### config.mk
export PLATFORM = sky130hd
export DESIGN_NAME = tse_divider
export DESIGN_NICKNAME = d
export VERILOG_FILES = /design/src/sv/tse_pkg.sv /design/src/sv/tse_div_cell.sv /design/src/sv/tse_divider.sv
export SDC_FILE = /design/constraint.sdc
export NUM_CORES = 1
export LEC_CHECK = 0
export ABC_AREA = 1
export BUFFER_PORTS_ARGS = -buffer_cell sky130_fd_sc_hd__buf_4
export CORE_ASPECT_RATIO = 2
export CORE_UTILIZATION = 25
export CTS_CLUSTER_DIAMETER = 40
export DETAILED_ROUTE_END_ITERATION = 8
export SYNTH_ARGS = -nofsm -noshare
export SYNTH_HDL_FRONTEND = slang
export SYNTH_HIERARCHICAL = 1
export SYNTH_SLANG_ARGS = --single-unit
### constraint.sdc
create_clock -name clk -period 21.2 [get_ports clk]
set_input_delay 2.12 -clock clk [delete_from_list [all_inputs] [get_ports clk]]
set_output_delay 2.12 -clock clk [all_outputs]
set_load 0.03 [all_outputs]
### src/sv/tse_pkg.sv
// shared constants and types for the taylor series evaluator
package tse_pkg;

    localparam int ARG_FRAC      = 27;
    localparam int ARG_W         = 32;
    localparam int TERM_W        = 47;
    localparam int SUM_W         = 48;
    localparam int CNT_W         = 7;
    localparam int DSR_W         = 7;
    localparam int DIG_W         = 8;
    localparam int DIV_CELLS     = 6;
    localparam int DIV_W         = DIG_W * DIV_CELLS;
    localparam int LO_W          = 24;
    localparam int HI_W          = TERM_W - LO_W;

    localparam int MAX_TERMS_DEF = 32;
    localparam int FRAC_BITS_DEF = 24;

    localparam logic [1:0] KIND_COS = 2'd0;
    localparam logic [1:0] KIND_SIN = 2'd1;
    localparam logic [1:0] KIND_EXP = 2'd2;
    localparam logic [1:0] KIND_LN  = 2'd3;

    typedef struct packed {
        logic             valid;
        logic [DSR_W-1:0] rem;
        logic [DSR_W-1:0] dsr;
        logic [DIV_W-1:0] word;
    } div_stage_t;

endpackage

### src/sv/tse_div_cell.sv
// one divider cell: eight restoring quotient bits per cycle
module tse_div_cell (
    input  logic                clk,
    input  logic                rst_n,
    input  tse_pkg::div_stage_t stage_in,
    output tse_pkg::div_stage_t stage_out
);
    import tse_pkg::*;

    div_stage_t stage_reg;
    div_stage_t stage_next;

    always_comb
    begin : digit
        logic [DSR_W:0]   r;
        logic [DIG_W-1:0] q;
        r = {1'b0, stage_in.rem};
        q = '0;
        for (int i = 0; i < DIG_W; i++)
        begin
            r = {r[DSR_W-1:0], stage_in.word[DIV_W-1-i]};
            if (r >= {1'b0, stage_in.dsr})
            begin
                r = r - {1'b0, stage_in.dsr};
                q[DIG_W-1-i] = 1'b1;
            end
        end
        stage_next.valid = stage_in.valid;
        stage_next.rem   = r[DSR_W-1:0];
        stage_next.dsr   = stage_in.dsr;
        stage_next.word  = {stage_in.word[DIV_W-DIG_W-1:0], q};
    end

    always_ff @(posedge clk or negedge rst_n)
    begin
        if (!rst_n)
        begin
            stage_reg <= '0;
        end
        else
        begin
            stage_reg <= stage_next;
        end
    end

    assign stage_out = stage_reg;

endmodule

### src/sv/tse_divider.sv
// term divider: a row of digit cells, remainder handed cell to cell
module tse_divider (
    input  logic                         clk,
    input  logic                         rst_n,
    input  logic                         start,
    input  logic [tse_pkg::TERM_W-1:0]   dividend,
    input  logic [tse_pkg::DSR_W-1:0]    divisor,
    output logic                         done,
    output logic [tse_pkg::TERM_W-1:0]   quotient
);
    import tse_pkg::*;

    div_stage_t chain [DIV_CELLS+1];

    assign chain[0] = '{valid: start, rem: '0, dsr: divisor,
                        word: {{(DIV_W-TERM_W){1'b0}}, dividend}};

    for (genvar c = 0; c < DIV_CELLS; c++)
    begin : g_cell
        tse_div_cell u_cell (
            .clk       (clk),
            .rst_n     (rst_n),
            .stage_in  (chain[c]),
            .stage_out (chain[c+1])
        );
    end

    assign done     = chain[DIV_CELLS].valid;
    assign quotient = chain[DIV_CELLS].word[TERM_W-1:0];

endmodule

==> results of run 1 <==
## through the flow
step | worst slack, ns | utilization [%] | instance area (um2)
after global placement | 5.13 | 27.5 | 31300
after CTS | 5.36 | 29.3 | 33300
after global routing | 3.83 | 29.3 | 33300
after floorplan | 6.96 | - | 28800
after detailed placement | 4.90 | 27.5 | 31300
final | 5.41 | 29.3 | 33300
## worst max-delay path, delay by kind of cell (launching register included)
family,cells,cell delay [ns]
buffers and inverters,9,1.23
and+or+nand+nor,39,4.56
AOI/OAI and AO/OA,27,5.91
DFF,1,0.79
adders and majority gates,8,3.16
## how the worst max path moves through the flow
stage                              startpoint                             end  slack (ns)
2_1_floorplan                      divisor[1]  g_cell[0].u_cell/stage_out[57]        6.96
3_3_place_gp                       divisor[1]  g_cell[0].u_cell/stage_out[56]        5.13
3_5_place_dp                       divisor[6]  g_cell[0].u_cell/stage_out[56]        4.90
4_1_cts        g_cell[3].u_cell/stage_out[49]  g_cell[4].u_cell/stage_out[60]        5.36
5_1_grt        g_cell[3].u_cell/stage_out[49]  g_cell[4].u_cell/stage_out[60]        3.83
6_report       g_cell[3].u_cell/stage_out[49]  g_cell[4].u_cell/stage_out[58]        5.41
## metal layers
metal | global-route usage (%) | up-vias | wire, um
met5 | 0 | - | 9
met1 | 12.7 | 10841 | 27300
met3 | 1.68 | 198 | 2470
met4 | 7.37 | 2 | 4110
li1 | - | 11730 | -
met2 | 25.6 | 427 | 40800
## cell type report
| type | instances | area, um2 |
|---|---|---|
| inverters | 598 | 2250 |
| flip-flops and latches | 358 | 8960 |
| well taps | 1504 | 1880 |
| clock inverters | 40 | 513 |
| diodes | 1 | 2.50 |
| clock buffers | 63 | 1480 |
| fillers | 12192 | 80500 |
| multi-input cells | 2579 | 17400 |
| repair buffers | 109 | 838 |
==> impl_metrics.json, run 1 <==
{
  "status": "finished clean",
  "critPathLaunchType": "flip-flop",
  "coreArea_um2": 114000,
  "grt_remaining_overflow": 0,
  "hold_violations": 0,
  "cp_slowest_cell": "a221oi_1",
  "fp-row-count": 175,
  "path_max_fanout": 13,
  "setup_violations": 0,
  "layout_common_cells": "901 x nand2_1, 577 x inv_1, 358 x dfrtp_1, 336 x ha_1, 270 x nand3_1",
  "cts_made_buffers": 55,
  "worstPathArrival_ns": 16.29,
  "fin_crit_ns": 15.79,
  "fin_cells": 5252,
  "holdBufCountCts": 0,
  "rrSetupSlack_ns": 5.41,
  "hp-class": "reg -> reg",
  "die_height_um": 482,
  "route.detailed.drc": 0,
  "post_cts_buffers": 0,
  "netlist_area_um2": 28800,
  "clkTransAtPathRegs_ns": 0.06,
  "drv_slew": 0,
  "routed_wl_um": 74700,
  "drive_gt1_share_pct": 13.3,
  "fp.dieArea_um2": 116000,
  "hold_path_depth": 0,
  "finalCritPeriodShare_pct": 74.5,
  "htreeDepth": 2,
  "io_pins": 105,
  "timing.rr.end": "g_cell[4].u_cell/stage_out[58]",
  "chipWidth_um": 242,
  "fin_skew_ns": 0.0297,
  "place_inst": 5148,
  "drt.antenna.violating_nets": 0,
  "vias": 23198,
  "fin_tns_setup_ns": 0,
  "antenna_found_initial": 3,
  "rsz0062_at_grt": "false",
  "yosys_warnings": 6,
  "syn_to_final_growth_pct": 15.8,
  "place_hpwl_um": 59500,
  "grt_pass1_vias": 24062,
  "cts_sinks": 358,
  "hp-start": "g_cell[0].u_cell/stage_out[37]",
  "reg2regPathDepth": 83,
  "grt_max_degree": 139,
  "timing.fmax_ghz": 0.0633,
  "initial_core_util_pct": 25.3,
  "crit_required_ns": 21.70,
  "vias_per_cell": 4.42,
  "wl_per_cell_um": 14.2,
  "drt-initial-drc-count": 751,
  "r2r-start": "g_cell[3].u_cell/stage_out[49]",
  "syn_inst": 3539,
  "hold_end": "g_cell[1].u_cell/stage_out[45]",
  "cpMostUsedCell": "nand2_1",
  "clock_latency_ns": 0.64,
  "final_common_cell": "nand2_1",
  "relSlewSlack_pct": 22.5,
  "ctsResizeCount": 0,
  "tightest_slew_ns": 1.16,
  "whs_ns": 0.339,
  "io_buffer_count": 104,
  "root_buffer": "clkbuf_16",
  "dr.pass1.iters": 5,
  "cp-end-kind": "flip-flop",
  "cts_tree": "yes",
  "worstSetupPathType": "reg -> reg",
  "gp_congestion": 0.896,
  "avgSynthCellArea_um2": 8.13,
  "cts_buffer_depth": 3,
  "largest_register_ffs": 358,
  "fin_nets": 4142,
  "grt_pass1_wl_um": 121000,
  "maxCapViolCount": 0,
  "critPathMaxStageDelay_ns": 0.82,
  "gr-usage-all-layers_pct": 12.9
}
Power of run 1 is left out: the tool's default activity adds up to more than one toggle a clock period on the data nets, which glitch-free logic cannot reach.
==> inputs of run 2 (changes only) <==
- ABC_AREA: 1 -> 0
- clock period: 21.2 -> 16.2 ns (I/O delays scaled with it)
==> run 2 against run 1 <==
- critical path depth shrank 6
- first-iteration DRC count grew 8.4%
- synthesized area grew 0.44%
- register-to-register slack lost 4.6 ns
- wire length grew 24%
- cell count grew 0.32%
- flip-flop and latch count is the same
- non-clock buffer count grew 586
- maximum frequency grew 2.4%
- utilization grew 4.4 points
- worst setup slack lost 4.6 ns
- clock-buffer cell count shrank 1
==> impl_metrics.json, run 2 <==
{
  "antenna_found_initial": 3,
  "vias_per_cell": 4.86,
  "syn_to_final_growth_pct": 33.7,
  "path_max_fanout": 8,
  "placed_area_um2": 35600,
  "netlist_area_um2": 28900,
  "gp_congestion": 0.951,
  "routed_wl_um": 93000,
  "initial_core_util_pct": 25.2,
  "fillerInstances": 11665,
  "place_inst": 5123,
  "wl_per_cell_um": 17.7,
  "drt.antenna.violating_nets": 0,
  "crit_required_ns": 16.72,
  "io_pins": 105,
  "fin_nets": 4144,
  "largest_register_ffs": 358,
  "cts_tree": "yes",
  "critPathLaunchType": "flip-flop",
  "avgSynthCellArea_um2": 9.75,
  "cts_made_buffers": 60,
  "r2r-start": "g_cell[4].u_cell/stage_out[47]",
  "fin_crit_ns": 15.42,
  "grt_pass1_vias": 27139,
  "htreeDepth": 2,
  "yosys_warnings": 6,
  "tightest_slew_ns": 0.949,
  "fin_skew_ns": 0.0265,
  "root_buffer": "clkbuf_16",
  "maxCapViolCount": 0,
  "post-route-util_pct": 33.7,
  "syn_inst": 2963,
  "worstSetupPathType": "reg -> reg",
  "cts_buffer_depth": 3,
  "cpMostUsedCell": "ha_1",
  "rrSetupSlack_ns": 0.78,
  "hp-start": "g_cell[1].u_cell/stage_out[28]",
  "worstPathArrival_ns": 15.94,
  "critical-path-top-delay-family": "compound AO/OA/AOI/OAI gates",
  "status": "finished clean",
  "io_buffer_count": 104,
  "die_height_um": 483,
  "fp-row-count": 176,
  "cts_sinks": 358,
  "critPathLaunch": "g_cell[4].u_cell/stage_out[47]",
  "drv_slew": 0,
  "timing.fmax_ghz": 0.0649,
  "vias": 25598,
  "grt_max_degree": 81,
  "coreArea_um2": 115000,
  "holdBufCountCts": 0,
  "whs_ns": 0.341,
  "multi_input_area_um2": 19200,
  "drive_gt1_share_pct": 30.1,
  "critPathMaxStageDelay_ns": 0.42,
  "clkTransAtPathRegs_ns": 0.06,
  "route.detailed.drc": 0,
  "hp-class": "reg -> reg",
  "timing.rr.end": "g_cell[5].u_cell/stage_out[0]",
  "hold_end": "g_cell[2].u_cell/stage_out[36]",
  "setup_violations": 0,
  "final_common_cell": "buf_4",
  "cp-end-kind": "flip-flop",
  "hold_path_depth": 0,
  "grt_remaining_overflow": 0,
  "cp_slowest_cell": "fa_1",
  "critPathBufInv": 8,
  "hold_violations": 0,
  "chipWidth_um": 242,
  "fp.dieArea_um2": 117000,
  "relSlewSlack_pct": 36.7,
  "finalCritPeriodShare_pct": 95.2,
  "reg2regPathDepth": 77,
  "drt-initial-drc-count": 814,
  "layout_common_cells": "691 x buf_4, 353 x dfrtp_1, 326 x ha_1, 247 x inv_1, 158 x nor2_1",
  "fin_cells": 5269,
  "place_hpwl_um": 75200,
  "stdcell_area_um2": 38600,
  "register_area_um2": 8960,
  "clock_latency_ns": 0.67,
  "gr-usage-all-layers_pct": 15.7,
  "dr.pass1.iters": 5,
  "grt_pass1_wl_um": 143000
}
==> run 2: metal layers <==
layer  part of all wire (%)  vias up  GRT usage, %
li1                       -    12286             -
met1                     33    12294          13.7
met2                     55      620          31.1
met3                    3.1      396          2.00
met4                    9.2        2          13.4
met5                  0.014        -             0
==> run 2: worst max path at each step <==
stage	cells past startpoint	end	slack, ns
floorplan	71	g_cell[0].u_cell/stage_out[59]	0.01
global placement	72	g_cell[0].u_cell/stage_out[61]	0.03
detailed placement	69	g_cell[0].u_cell/stage_out[60]	-0.26
finish	77	g_cell[5].u_cell/stage_out[0]	0.78
CTS	75	g_cell[5].u_cell/stage_out[0]	0.01
global route	78	g_cell[5].u_cell/stage_out[0]	-0.16
==> run 2: through the flow <==
stage,worst slack [ns],setup TNS (ns)
3_5_place_dp,-0.264,-1.34
5_1_grt,-0.159,-0.355
3_3_place_gp,0.0339,0
4_1_cts,0.0145,0
6_report,0.784,0
2_1_floorplan,0.0105,0
==> run 2: what timing repair did <==
action	in CTS	in global routing
buffers inserted	0	30
resized for setup	2	153
pin swaps	0	48
cloned	0	1
endpoints found under the setup margin	2	41
==> run 2: layout make-up <==
cell class	instances	share of cell area, %
clock buffers	62	3.96
inverters	271	2.66
multi-input cells	2317	49.7
repair buffers	695	13.6
clock inverters	52	1.91
flip-flops and latches	358	23.2
well taps	1513	4.90
diodes	1	0.00648
Power of run 2 is left out for the same reason.
